File: config.mk
export PLATFORM = sky130hd
export DESIGN_NAME = rate_monotonic_tick_scheduler
export DESIGN_NICKNAME = d
export VERILOG_FILES = /design/src/rmts_pkg.sv /design/src/rmts_ctrl.sv /design/src/rmts_datapath.sv /design/src/rate_monotonic_tick_scheduler.sv
export SDC_FILE = /design/constraint.sdc
export NUM_CORES = 2
export LEC_CHECK = 0
export BUFFER_PORTS_ARGS = -buffer_cell sky130_fd_sc_hd__buf_2
export CAP_MARGIN = 20
export CORE_ASPECT_RATIO = 0.5
export CORE_MARGIN = 1
export CORE_UTILIZATION = 34
export CTS_CLUSTER_DIAMETER = 100
export DETAILED_ROUTE_END_ITERATION = 10
export HOLD_SLACK_MARGIN = 0.1
export PLACE_DENSITY_LB_ADDON = 0.12
export SYNTH_ARGS = -nofsm -noshare
export SYNTH_HDL_FRONTEND = slang
export SYNTH_SLANG_ARGS = --single-unit
File: constraint.sdc
create_clock -name clk_i -period 23.2 [get_ports clk_i]
set_input_delay 4.64 -clock clk_i [delete_from_list [all_inputs] [get_ports clk_i]]
set_output_delay 4.64 -clock clk_i [all_outputs]
set_load 0.05 [all_outputs]
File: src/rmts_pkg.sv
// Package with the shared types and constants of the rate-monotonic tick scheduler.
`timescale 1ns / 1ps
package rmts_pkg;

  localparam int unsigned InDataW  = 72;
  localparam int unsigned OutDataW = 176;
  localparam int unsigned MaskW    = 8;

  localparam logic REQ_LOAD = 1'b0;
  localparam logic REQ_TICK = 1'b1;

  localparam logic [1:0] KIND_CONT   = 2'd0;
  localparam logic [1:0] KIND_START  = 2'd1;
  localparam logic [1:0] KIND_RESUME = 2'd2;

  typedef enum logic [2:0] {
    ST_IDLE,
    ST_SCAN,
    ST_RUN,
    ST_DEADLINE,
    ST_SUM,
    ST_DONE
  } state_e;

  typedef struct packed {
    logic load;
    logic clr;
    logic scan;
    logic run;
    logic dl;
    logic sum;
    logic out_load;
  } ctrl_cmd_t;

  typedef struct packed {
    logic out_full;
    logic out_take;
  } dp_status_t;

endpackage

File: src/rmts_ctrl.sv
// Controller state machine that sequences the slot passes of each item.
`timescale 1ns / 1ps
module rmts_ctrl #(
  parameter int unsigned MAX_TASKS = 8,
  parameter int unsigned IdxW      = 3
) (
  input  logic                clk_i,
  input  logic                rst_ni,
  input  logic                in_valid_i,
  input  logic                req_type_i,
  output logic                in_ready_o,
  input  rmts_pkg::dp_status_t status_i,
  output rmts_pkg::ctrl_cmd_t cmd_o,
  output logic [IdxW-1:0]     idx_o
);

  rmts_pkg::state_e state_q, state_d;
  logic [IdxW-1:0]  idx_q, idx_d;
  logic             last;

  assign last  = (idx_q == IdxW'(MAX_TASKS - 1));
  assign idx_o = idx_q;

  always_ff @(posedge clk_i or negedge rst_ni) begin
    if (!rst_ni) begin
      state_q <= rmts_pkg::ST_IDLE;
      idx_q   <= '0;
    end else begin
      state_q <= state_d;
      idx_q   <= idx_d;
    end
  end

  always_comb begin
    state_d    = state_q;
    idx_d      = idx_q;
    in_ready_o = 1'b0;
    cmd_o      = '0;
    case (state_q)
      rmts_pkg::ST_IDLE: begin
        in_ready_o = 1'b1;
        idx_d      = '0;
        if (in_valid_i) begin
          cmd_o.clr = 1'b1;
          if (req_type_i == rmts_pkg::REQ_LOAD) begin
            cmd_o.load = 1'b1;
            state_d    = rmts_pkg::ST_SUM;
          end else begin
            state_d = rmts_pkg::ST_SCAN;
          end
        end
      end
      rmts_pkg::ST_SCAN: begin
        cmd_o.scan = 1'b1;
        if (last) begin
          idx_d   = '0;
          state_d = rmts_pkg::ST_RUN;
        end else begin
          idx_d = idx_q + 1'b1;
        end
      end
      rmts_pkg::ST_RUN: begin
        cmd_o.run = 1'b1;
        state_d   = rmts_pkg::ST_DEADLINE;
      end
      rmts_pkg::ST_DEADLINE: begin
        cmd_o.dl = 1'b1;
        if (last) begin
          idx_d   = '0;
          state_d = rmts_pkg::ST_DONE;
        end else begin
          idx_d = idx_q + 1'b1;
        end
      end
      rmts_pkg::ST_SUM: begin
        cmd_o.sum = 1'b1;
        if (last) begin
          idx_d   = '0;
          state_d = rmts_pkg::ST_DONE;
        end else begin
          idx_d = idx_q + 1'b1;
        end
      end
      rmts_pkg::ST_DONE: begin
        if (!status_i.out_full || status_i.out_take) begin
          cmd_o.out_load = 1'b1;
          state_d        = rmts_pkg::ST_IDLE;
        end
      end
      default: begin
        state_d = rmts_pkg::ST_IDLE;
      end
    endcase
  end

endmodule

File: src/rmts_datapath.sv
// Datapath with the task table, counters, selection and result register.
`timescale 1ns / 1ps
module rmts_datapath #(
  parameter int unsigned MAX_TASKS = 8,
  parameter int unsigned IdxW      = 3
) (
  input  logic                           clk_i,
  input  logic                           rst_ni,
  input  rmts_pkg::ctrl_cmd_t            cmd_i,
  input  logic [IdxW-1:0]                idx_i,
  output rmts_pkg::dp_status_t           status_o,
  input  logic                           req_type_i,
  input  logic [2:0]                     slot_i,
  input  logic [15:0]                    task_id_i,
  input  logic [15:0]                    exec_time_i,
  input  logic [15:0]                    period_i,
  input  logic [15:0]                    job_count_i,
  output logic                           out_valid_o,
  input  logic                           out_ready_i,
  output logic [rmts_pkg::OutDataW-1:0]  out_data_o
);

  logic [15:0] ident_q  [MAX_TASKS];
  logic [15:0] exec_q   [MAX_TASKS];
  logic [15:0] per_q    [MAX_TASKS];
  logic [31:0] dl_q     [MAX_TASKS];
  logic [15:0] rem_q    [MAX_TASKS];
  logic [15:0] jobs_q   [MAX_TASKS];
  logic        rdy_q    [MAX_TASKS];
  logic [31:0] wait_q   [MAX_TASKS];

  logic [31:0]     clk_q, done_q, missed_q;
  logic            cur_vld_q, sw_q;
  logic [IdxW-1:0] cur_q, sel_q;
  logic            found_q, is_tick_q;
  logic [15:0]     best_per_q, sel_ident_q, sel_rem_q, sel_exec_q, cur_ident_q;

  logic                r_busy_q, r_pre_q, r_fin_q, all_q;
  logic [15:0]         r_run_id_q, r_pre_id_q;
  logic [1:0]          r_kind_q;
  logic [rmts_pkg::MaskW-1:0] mask_q;
  logic [31:0]         sum_q;

  logic                out_valid_q;
  logic [rmts_pkg::OutDataW-1:0] out_data_q;

  // Per-entry views for the passes.
  logic [15:0]     ld_exec, ld_per;
  logic [IdxW-1:0] ld_slot;
  logic            ld_ok;
  logic            cand;
  logic [15:0]     run_rem;
  logic            run_pre;
  logic            d_hit, d_miss, d_rel, d_rdy, d_wait;
  logic [15:0]     d_jobs;
  logic [31:0]     d_wcnt;

  assign ld_exec = (exec_time_i == 16'd0) ? 16'd1 : exec_time_i;
  assign ld_per  = (period_i == 16'd0) ? 16'd1 : period_i;
  assign ld_slot = IdxW'(slot_i);
  assign ld_ok   = (32'(slot_i) < MAX_TASKS);

  assign cand = rdy_q[idx_i] && (rem_q[idx_i] != 16'd0) && (jobs_q[idx_i] != 16'd0);

  assign run_rem = sel_rem_q - 16'd1;
  assign run_pre = cur_vld_q && (cur_q != sel_q);

  always_comb begin
    d_hit  = (jobs_q[idx_i] != 16'd0) && (dl_q[idx_i] == clk_q);
    d_miss = d_hit && rdy_q[idx_i] && (rem_q[idx_i] != 16'd0);
    d_jobs = d_miss ? (jobs_q[idx_i] - 16'd1) : jobs_q[idx_i];
    d_rel  = d_hit && !(d_miss && (d_jobs == 16'd0));
    d_rdy  = d_rel ? 1'b1 : (d_miss ? 1'b0 : rdy_q[idx_i]);
    d_wait = found_q && (idx_i != sel_q) && d_rdy && (d_jobs != 16'd0);
    d_wcnt = d_wait ? (wait_q[idx_i] + 32'd1) : wait_q[idx_i];
  end

  always_ff @(posedge clk_i or negedge rst_ni) begin
    if (!rst_ni) begin
      for (int i = 0; i < MAX_TASKS; i++) begin
        ident_q[i] <= '0;
        exec_q[i]  <= '0;
        per_q[i]   <= '0;
        dl_q[i]    <= '0;
        rem_q[i]   <= '0;
        jobs_q[i]  <= '0;
        rdy_q[i]   <= 1'b0;
        wait_q[i]  <= '0;
      end
      clk_q     <= '0;
      done_q    <= '0;
      missed_q  <= '0;
      cur_vld_q <= 1'b0;
      cur_q     <= '0;
      sw_q      <= 1'b1;
      found_q   <= 1'b0;
      sel_q     <= '0;
      is_tick_q <= 1'b0;
    end else begin
      if (cmd_i.clr) begin
        found_q   <= 1'b0;
        is_tick_q <= (req_type_i == rmts_pkg::REQ_TICK);
      end
      if (cmd_i.load && ld_ok) begin
        ident_q[ld_slot] <= task_id_i;
        exec_q[ld_slot]  <= ld_exec;
        per_q[ld_slot]   <= ld_per;
        dl_q[ld_slot]    <= clk_q + 32'(ld_per);
        rem_q[ld_slot]   <= ld_exec;
        jobs_q[ld_slot]  <= job_count_i;
        rdy_q[ld_slot]   <= (job_count_i != 16'd0);
        wait_q[ld_slot]  <= '0;
        if (cur_vld_q && (cur_q == ld_slot)) begin
          cur_vld_q <= 1'b0;
          sw_q      <= 1'b1;
        end
      end
      if (cmd_i.scan && cand && (!found_q || (per_q[idx_i] < best_per_q))) begin
        found_q <= 1'b1;
        sel_q   <= idx_i;
      end
      if (cmd_i.run) begin
        clk_q <= clk_q + 32'd1;
        if (found_q) begin
          rem_q[sel_q] <= run_rem;
          if (run_rem == 16'd0) begin
            done_q        <= done_q + 32'd1;
            rdy_q[sel_q]  <= 1'b0;
            jobs_q[sel_q] <= jobs_q[sel_q] - 16'd1;
            sw_q          <= 1'b1;
            cur_vld_q     <= 1'b0;
          end else begin
            sw_q      <= 1'b0;
            cur_vld_q <= 1'b1;
            cur_q     <= sel_q;
          end
        end
      end
      if (cmd_i.dl) begin
        jobs_q[idx_i] <= d_jobs;
        rdy_q[idx_i]  <= d_rdy;
        wait_q[idx_i] <= d_wcnt;
        if (d_miss) begin
          missed_q <= missed_q + 32'd1;
          if (found_q && (idx_i == sel_q)) begin
            sw_q      <= 1'b1;
            cur_vld_q <= 1'b0;
          end
        end
        if (d_rel) begin
          dl_q[idx_i]  <= dl_q[idx_i] + 32'(per_q[idx_i]);
          rem_q[idx_i] <= exec_q[idx_i];
        end
      end
    end
  end

  // Per-item scratch and result fields.
  always_ff @(posedge clk_i) begin
    if (cmd_i.clr) begin
      r_busy_q   <= 1'b0;
      r_pre_q    <= 1'b0;
      r_fin_q    <= 1'b0;
      r_run_id_q <= '0;
      r_pre_id_q <= '0;
      r_kind_q   <= rmts_pkg::KIND_CONT;
      mask_q     <= '0;
      sum_q      <= '0;
      all_q      <= 1'b1;
    end
    if (cmd_i.scan) begin
      if (cand && (!found_q || (per_q[idx_i] < best_per_q))) begin
        best_per_q  <= per_q[idx_i];
        sel_ident_q <= ident_q[idx_i];
        sel_rem_q   <= rem_q[idx_i];
        sel_exec_q  <= exec_q[idx_i];
      end
      if (cur_vld_q && (cur_q == idx_i)) begin
        cur_ident_q <= ident_q[idx_i];
      end
    end
    if (cmd_i.run && found_q) begin
      r_busy_q   <= 1'b1;
      r_run_id_q <= sel_ident_q;
      r_pre_q    <= run_pre;
      r_pre_id_q <= run_pre ? cur_ident_q : 16'd0;
      if (sw_q || run_pre) begin
        r_kind_q <= (sel_rem_q == sel_exec_q) ? rmts_pkg::KIND_START : rmts_pkg::KIND_RESUME;
      end
      r_fin_q <= (run_rem == 16'd0);
    end
    if (cmd_i.dl) begin
      sum_q <= sum_q + d_wcnt;
      all_q <= all_q && (d_jobs == 16'd0);
      for (int b = 0; b < rmts_pkg::MaskW; b++) begin
        if (d_miss && (32'(idx_i) == b)) begin
          mask_q[b] <= 1'b1;
        end
      end
    end
    if (cmd_i.sum) begin
      sum_q <= sum_q + wait_q[idx_i];
      all_q <= all_q && (jobs_q[idx_i] == 16'd0);
    end
  end

  always_ff @(posedge clk_i or negedge rst_ni) begin
    if (!rst_ni) begin
      out_valid_q <= 1'b0;
    end else if (cmd_i.out_load) begin
      out_valid_q <= 1'b1;
    end else if (out_ready_i) begin
      out_valid_q <= 1'b0;
    end
  end

  always_ff @(posedge clk_i) begin
    if (cmd_i.out_load) begin
      out_data_q <= {2'b00, sum_q, missed_q, done_q, all_q,
                     is_tick_q ? mask_q : 8'd0, r_fin_q, r_kind_q,
                     r_pre_id_q, r_pre_q, r_run_id_q, r_busy_q, clk_q};
    end
  end

  assign status_o.out_full = out_valid_q;
  assign status_o.out_take = out_ready_i;
  assign out_valid_o       = out_valid_q;
  assign out_data_o        = out_data_q;

endmodule

File: src/rate_monotonic_tick_scheduler.sv
// Top level of the rate-monotonic tick scheduler.
// Usage: the slave stream carries requests; tuser selects a load beat (0) that
// fills one task slot from tdata, or a tick beat (1) that advances time by one
// tick. Every accepted beat yields exactly one result beat on the master
// stream, holding the tick counter, the task that ran, preemption, start or
// resume, finish, the deadline-miss mask and the running totals.
// Sequence: a tick runs a selection pass over all slots, a run step, a deadline
// pass over all slots and a result step before its result is valid; a load runs
// a totals pass over all slots before its result step. The slot passes read one
// table entry per cycle, and a new request is not accepted until the controller
// is back in idle with the previous item finished.
// The result sits in an output register, so a new request is accepted while
// the previous result still waits; if the receiver stalls, the next result
// waits in the controller until the register frees up.
// Reset empties every slot, zeros the clock and the totals, and marks that
// no task is running.
`timescale 1ns / 1ps
module rate_monotonic_tick_scheduler #(
  parameter int unsigned MAX_TASKS = 8
) (
  input  logic                          clk_i,
  input  logic                          rst_ni,
  input  logic                          s_axis_tvalid_i,
  output logic                          s_axis_tready_o,
  // slot[2:0], task_id[18:3], exec_time[34:19], period[50:35], job_count[66:51]
  input  logic [rmts_pkg::InDataW-1:0]  s_axis_tdata_i,
  // req_type[0]
  input  logic                          s_axis_tuser_i,
  output logic                          m_axis_tvalid_o,
  input  logic                          m_axis_tready_i,
  // time_now[31:0], busy_res[32], running_id[48:33], preempt[49],
  // preempted_id[65:50], start_kind[67:66], finished[68], miss_mask[76:69],
  // all_done[77], completed_total[109:78], missed_total[141:110],
  // wait_total[173:142]
  output logic [rmts_pkg::OutDataW-1:0] m_axis_tdata_o
);

  localparam int unsigned IdxW = (MAX_TASKS > 1) ? $clog2(MAX_TASKS) : 1;

  rmts_pkg::ctrl_cmd_t  cmd;
  rmts_pkg::dp_status_t status;
  logic [IdxW-1:0]      idx;

  rmts_ctrl #(
    .MAX_TASKS(MAX_TASKS),
    .IdxW     (IdxW)
  ) u_ctrl (
    .clk_i     (clk_i),
    .rst_ni    (rst_ni),
    .in_valid_i(s_axis_tvalid_i),
    .req_type_i(s_axis_tuser_i),
    .in_ready_o(s_axis_tready_o),
    .status_i  (status),
    .cmd_o     (cmd),
    .idx_o     (idx)
  );

  rmts_datapath #(
    .MAX_TASKS(MAX_TASKS),
    .IdxW     (IdxW)
  ) u_datapath (
    .clk_i      (clk_i),
    .rst_ni     (rst_ni),
    .cmd_i      (cmd),
    .idx_i      (idx),
    .status_o   (status),
    .req_type_i (s_axis_tuser_i),
    .slot_i     (s_axis_tdata_i[2:0]),
    .task_id_i  (s_axis_tdata_i[18:3]),
    .exec_time_i(s_axis_tdata_i[34:19]),
    .period_i   (s_axis_tdata_i[50:35]),
    .job_count_i(s_axis_tdata_i[66:51]),
    .out_valid_o(m_axis_tvalid_o),
    .out_ready_i(m_axis_tready_i),
    .out_data_o (m_axis_tdata_o)
  );

`ifndef NO_ASSERTIONS
  a_busy_after_accept: assert property (@(posedge clk_i) disable iff (!rst_ni)
    (s_axis_tvalid_i && s_axis_tready_o) |=> !s_axis_tready_o)
    else $error("request accepted while a previous one is in progress");

  a_idle_fields_zero: assert property (@(posedge clk_i) disable iff (!rst_ni)
    (m_axis_tvalid_o && !m_axis_tdata_o[32]) |->
      (m_axis_tdata_o[68:50] == '0 && m_axis_tdata_o[48:33] == '0))
    else $error("idle result reports a running task");

  a_finish_needs_run: assert property (@(posedge clk_i) disable iff (!rst_ni)
    (m_axis_tvalid_o && m_axis_tdata_o[68]) |-> m_axis_tdata_o[32])
    else $error("finish reported without a running task");
`endif

endmodule

# Word-level counts from Yosys, hierarchy flattened
# Cells that the tools add are included.
[word_totals]
regBits = 1605
latchBits = 0
ramBits = 0
romBits = 0
inputBits = 77
out_inout_bits = 178
mem_count = 0
[op_classes]
add_sub_neg = 12
n_mul = 0
div = 0
order_cmp = 7
n_eq_ne = 23
shift = 0
n_mux = 147
bitwise_logic = 8
n_reduce_logical = 61
[ops]
columns = ["operator", "count"]
rows = [
  ["two-way mux 128 bit", 10],
  ["two-way mux 256 bit", 5],
  ["bitwise mux 128 bit", 9],
  ["bitwise mux 256 bit", 3],
  ["two-way mux 16 bit", 22],
  ["two-way mux 32 bit", 10],
  ["binary-select mux 16 bit (select 3 bit)", 6],
  ["AND 256 bit", 1],
  ["inverter 256 bit", 1],
  ["binary-select mux 32 bit (select 3 bit)", 2],
  ["demux 32 bit (select 3 bit)", 2],
  ["demux 16 bit (select 3 bit)", 3],
  ["adder 32 x 1 -> 32 bit (second input constant)", 4],
  ["zero test 16 bit", 5],
  ["adder 32 x 16 -> 32 bit", 2],
  ["adder 32 bit", 2],
  ["nonzero test 16 bit", 4],
  ["two-way mux 8 bit", 7],
  ["two-way mux 1 bit", 48],
  ["subtractor 16 x 1 -> 16 bit (second input constant)", 3],
  ["== test 32 bit", 1],
  ["logical AND 1 bit", 31],
  ["== test 3 bit (second input constant)", 6],
  ["two-way mux 3 bit", 6],
  ["31 further kinds", 65],
]

# Logic depth before layout (Yosys ltp)
[logic_depth]
depth_word = 20
ltp_mapped = 37
mapped_depth_nobuf = 30

# Modules after synthesis
# A second synthesis with hierarchy kept.
[unflattened]
hier_cells = 8073
area_unflattened_um2 = 83759.1
[by_module_without_submodules]
columns = ["module", "n_inst", "cells_each", "area_per_inst_um2", "seq_area_each_um2"]
rows = [
  ["rmts_datapath", 1, 8026, 83351.2, 41566.1],
  ["rmts_ctrl", 1, 47, 407.9, 150.1],
]

# Least setup slack after synthesis
# No wires, ideal clock.
[synth_timing]
path_type = "input-to-reg"
startpoint = "input m_axis_tready_i"
endpoint = "register u_datapath.out_data_q, in the netlist u_datapath.out_data_o[0], enable pin"
setup_ps = 711
t_arrival_ps = 11916
slack_ps = 10573
stages = 2
path_buffers = 0
cell_sequence = "nor2b_1 nor2_1"
[synth_lines]
columns = ["element", "line", "text"]
rows = [
  ["start: declaration", "rate_monotonic_tick_scheduler.sv:30", "input logic m_axis_tready_i,"],
  ["end signal: assignment", "rmts_datapath.sv:219", "out_data_q <= {2'b00, sum_q, missed_q, done_q, all_q,"],
  ["end: declaration", "rmts_datapath.sv:45", "logic [rmts_pkg::OutDataW-1:0] out_data_q;"],
]

# Worst setup path after layout
[layout_timing]
startpoint = "register u_ctrl.idx_q[0] (netlist: u_ctrl.idx_o[0])"
endpoint = "register u_datapath.sum_q[30], data pin"
[layout_via]
elab_chain_cells = 20
[layout_rtl]
columns = ["element", "line", "text"]
rows = [
  ["start: declaration", "rmts_ctrl.sv:18", "logic [IdxW-1:0] idx_q, idx_d;"],
  ["start signal: assignment", "rmts_ctrl.sv:30", "idx_q <= idx_d;"],
  ["parallel branches: the longest is 19 deep, another holds subtractor 16 x 1 -> 16 bit", "n/a", ""],
  ["two-way mux 32 bit (*)", "rmts_datapath.sv:201", "if (cmd_i.sum) begin"],
  ["end signal: assignment", "rmts_datapath.sv:193", "sum_q <= sum_q + d_wcnt;"],
  ["end signal: assignment", "rmts_datapath.sv:202", "sum_q <= sum_q + wait_q[idx_i];"],
  ["end: declaration", "rmts_datapath.sv:42", "logic [31:0] sum_q;"],
]
# Mark *: on every way between the ends. The select of a mux whose other input is x is not followed.
# A chain may end at the register's enable or synchronous reset.

==> flow_summary_export.csv <==
group,metric,value,unit
setup_path,critical-path-slowest-cell,"sky130_fd_sc_hd__buf_4",
floorplan,die_width,701,µm
setup_path,worstSetupPathDepth,32,
setup_path,timing.critical_path.fanout_max,44,
detailed_routing,vias,68600,
grt,grt_overflow,0,
sta,layout_worst_path_cycle_share,51.5,%
detailed_routing,antenna_violating_nets_post_route,0,
detailed_routing,wirelength,335,mm
pwr,power.share.clock,19.8,%
setup_path,worst_path_most_repeated_cell,"sky130_fd_sc_hd__buf_4",
setup_path,crit_end,"u_datapath.sum_q[30]",
setup_path,timing.critical_path.from_type,"register",
sta,report.final.hold_viol_count,0,
detailed_routing,avgRoutedWirePerCell,28.0,µm
placement,placed_cell_area,87400,µm²
grt,first_pass_grt_wire_length,483,mm
clock_network,post_cts.resized_instances,0,
logic_synthesis,avgSynthCellArea,9.54,µm²
floorplan,die_ht,351,µm
detailed_routing,post_drt_via_cell_ratio,5.73,
layout,layout.nets,8824,
floorplan,design.die.area,246000,µm²
layout,postLayoutCellArea,92900,µm²
setup_path,reg2reg_from,"u_ctrl.idx_o[0]",
sta,final_number_of_max_transition_violations,0,
clock_network,cts_tree,"yes",
clock_network,clockRootBuffer,"sky130_fd_sc_hd__clkbuf_16",
clock_network,postCtsSetupRepairBufs,0,
logic_synthesis,synth.area.top_cells,"sky130_fd_sc_hd__dfrtp_1, sky130_fd_sc_hd__edfxtp_1, sky130_fd_sc_hd__nand2_1",
clock_network,cts_num_sinks,1605,
sta,finalWorstPathRequiredPeriod,11.94,ns
floorplan,rows,127,
clock_network,insertion_delay,0.85,ns
logic_synthesis,syn_area,83000,µm²
sta,clock-skew-final,0.0565,ns
layout,area_added_between_synthesis_and_finish,11.9,%
logic_synthesis,synthArstFlopShare,79.3,%
logic_synthesis,synth_area_leader_cell,"sky130_fd_sc_hd__dfrtp_1",
pwr,netSwitchingFraction,44.1,%
pwr,power.internal,7.84,mW
setup_path,ff2ff_setup_slack,11.26,ns
setup_path,critical_path_arrival,12.48,ns
setup_path,path_buf_inv,6,
clock_network,cts_buffer_depth,4,
setup_path,worst-r2r-cell-count,32,
logic_synthesis,synthesis.instances,8702,
pwr,static-leakage-power,40.4,nW
floorplan,design.core.area,241000,µm²
grt,vias_in_the_first_global_route,66100,
logic_synthesis,most_used_flip_flop_cell_after_synthesis,"sky130_fd_sc_hd__dfrtp_1",
placement,dpl_worst_slack,11.52,ns
detailed_routing,number_of_violations_reported_at_the_end_of_detailed_routing_iteration_0,7484,
hold_path,worstHoldPathType,"register to register",
logic_synthesis,yosys_warnings,0,
sta,tns,0,ns
floorplan,initial_utilization,34.4,%
pwr,vdd_ir_drop_max,0.0763,mV
layout,final_layout_size_suffix_gt1_share,11.9,%
floorplan,ios,255,
sta,post-route-worst-setup-slack,11.26,ns
pwr,netSwitchingPower,6.18,mW
setup_path,critical_path.endpoint_type,"register",
sta,final_count_of_negative_setup_slack_endpoints,0,
clock_network,hold_buffers,0,
grt,antenna_violations_before_repair,20,
placement,gp_congestion,0.883,
setup_path,worstSetupStartpoint,"u_ctrl.idx_o[0]",
run_status,status,"complete, no violations",
setup_path,timing.rr.end,"u_datapath.sum_q[30]",
setup_path,cp.required,23.74,ns
logic_synthesis,synth.lib_cells_used.distinct,102,
sta,fmax,83.7,MHz
logic_synthesis,number_of_synthesized_register_bits,1605,
pwr,share_seq_of_total_power,33.8,%
logic_synthesis,synth_enable_flop_cells,321,
clock_network,clk_transition_reported_paths,0.06,ns
placement,numPortBuffers,247,
grt,gr-usage-all-layers,26.6,%
sta,worst_slew_margin_rel,17.0,%
pwr,power_density,151,nW/µm²
detailed_routing,drt_drc_violations_left,0,
logic_synthesis,synth_sequential_area_ratio,50.3,%
setup_path,cpPeakStageDelay,0.81,ns
sta,worst_slew_pin_slew,1.24,ns
pwr,power.combinational.fraction,46.4,%
placement,dpl_hpwl,199,mm
setup_path,path_class,"register to register",
detailed_routing,drt-pass1-iter-count,8,
grt,pin_count_of_the_biggest_net_entering_global_routing,136,
clock_network,cts_made_buffers,172,
setup_path,path_delay_family,"compound AO/OA/AOI/OAI gates",
logic_synthesis,synth_top_area_share,38.3,%
clock_network,clock_tree.htree_level_count,4,
run,cap_viol_max_count,0,
sta,unrepaired_setup_endpoints_after_global_routing,"no",
metrics by stage:
step	util (%)	hold slack [ns]	std cells	power (mW)
global placement	36.2	0.403	11700	11.1
global route	38.5	0.421	12000	14.9
finish	38.5	0.413	12000	14.0
CTS	38.5	0.419	12000	14.0
floorplan	-	0.400	8703	9.07
detailed placement	36.2	0.405	11700	11.2
power groups by stage:
stage	combinational [mW]	sequential, mW	clock, mW
4_1_cts	6.43	4.73	2.83
6_report	6.50	4.74	2.77
2_1_floorplan	4.19	4.88	0
3_5_place_dp	6.41	4.78	0
3_3_place_gp	6.38	4.77	0
5_1_grt	7.08	4.86	2.93
cell type report:
cell class                      instances  area, µm²
Multi-Input combinational cell       6273      38400
Antenna cell                            6       15.0
Clock buffer                          243       4890
Fill cell                           24200     148000
Inverter                              129        490
Clock inverter                         60        493
Tap cell                             3225       4040
Timing Repair Buffer                  432       2820
Sequential cell                      1605      41700
per-layer routing:
| layer | GRT usage (%) | part of all wire [%] |
|---|---|---|
| met1 | 37.8 | 45 |
| met4 | 7.64 | 3.1 |
| met2 | 41.7 | 44 |
| met5 | 0 | 0.0051 |
| met3 | 4.67 | 7.9 |
logic make-up (layout without fill, tap and decap cells):
kind of cell             after synthesis  after routing  share of synthesized area (%)
AND/OR/NAND/NOR                     3466           3466                           18.3
AO/OA/AOI/OAI                       1859           1859                           14.2
flip-flops                          1605           1605                           50.3
buffers and inverters                825            864                           4.12
multiplexers                         484            484                           7.40
XOR/XNOR                             328            328                           3.68
adder cells (fa/ha/maj)              134            134                           2.06
other                                  1              8                        0.00452
worst register-to-register path: cells and delay by family, from the launching register on:
kind / cells / cell delay, ns
AO/OA/AOI/OAI: 13 / 3.67
AND/OR/NAND/NOR: 9 / 3.14
buffers and inverters: 6 / 2.60
multiplexers: 1 / 0.78
flip-flops: 1 / 0.73
adder cells (fa/ha/maj): 1 / 0.45
XOR/XNOR: 2 / 0.29
registers in the layout (all words and copies together), names as in the netlist, 32 cells and up:
signal and cells:
u_datapath.clk_q 32, u_datapath.dl_q 256, u_datapath.done_q 32, u_datapath.exec_q 128, u_datapath.ident_q 128, u_datapath.jobs_q 128, u_datapath.missed_q 32, u_datapath.out_data_o 174
u_datapath.per_q 128, u_datapath.rem_q 128, u_datapath.sum_q 32, u_datapath.wait_q 256
layout by cell type, fill, tap and decap left out, drive strengths merged, types with 137 or more instances in the layout:
| cell type | synthesis | final |
|---|---|---|
| nand2 | 2018 | 2018 |
| xnor2 | 199 | 199 |
| nor2 | 361 | 361 |
| a21oi | 380 | 380 |
| a211oi | 212 | 212 |
| o21ai | 614 | 614 |
| edfxtp | 321 | 321 |
| dfrtp | 1272 | 1272 |
| a22oi | 137 | 137 |
| clkbuf | 481 | 244 |
| mux2i | 277 | 277 |
| buf | 215 | 431 |
| nand3 | 576 | 576 |
how the worst min path moves through the flow:
stage	startpoint	endpoint	slack, ns	depth (start not counted)
global route	u_datapath.r_run_id_q[8]	u_datapath.out_data_o[41]	0.42	0
floorplan	u_datapath.r_run_id_q[0]	u_datapath.out_data_o[33]	0.40	0
detailed placement	u_datapath.r_run_id_q[2]	u_datapath.out_data_o[35]	0.40	0
global placement	u_datapath.r_pre_id_q[0]	u_datapath.out_data_o[50]	0.40	0
CTS	u_datapath.r_run_id_q[3]	u_datapath.out_data_o[36]	0.42	0
finish	u_datapath.r_run_id_q[11]	u_datapath.out_data_o[44]	0.41	0
Yosys cell counts (all sizes together) (73+ instances only):
| master | count |
|---|---|
| a21o | 90 |
| nand2 | 2018 |
| and2 | 128 |
| dfrtp | 1272 |
| nand3 | 576 |
| buf | 215 |
| a21oi | 380 |
| xnor2 | 199 |
| a221oi | 114 |
| inv | 129 |
| a22oi | 137 |
| mux2i | 277 |
| nor2 | 361 |
| clkbuf | 481 |
| a211oi | 212 |
| nor3 | 73 |
| mux4 | 85 |
| ha | 130 |
| o21ai | 614 |
| mux2 | 122 |
| xor2 | 129 |
| edfxtp | 321 |
Power figures use the tool's default switching activity.
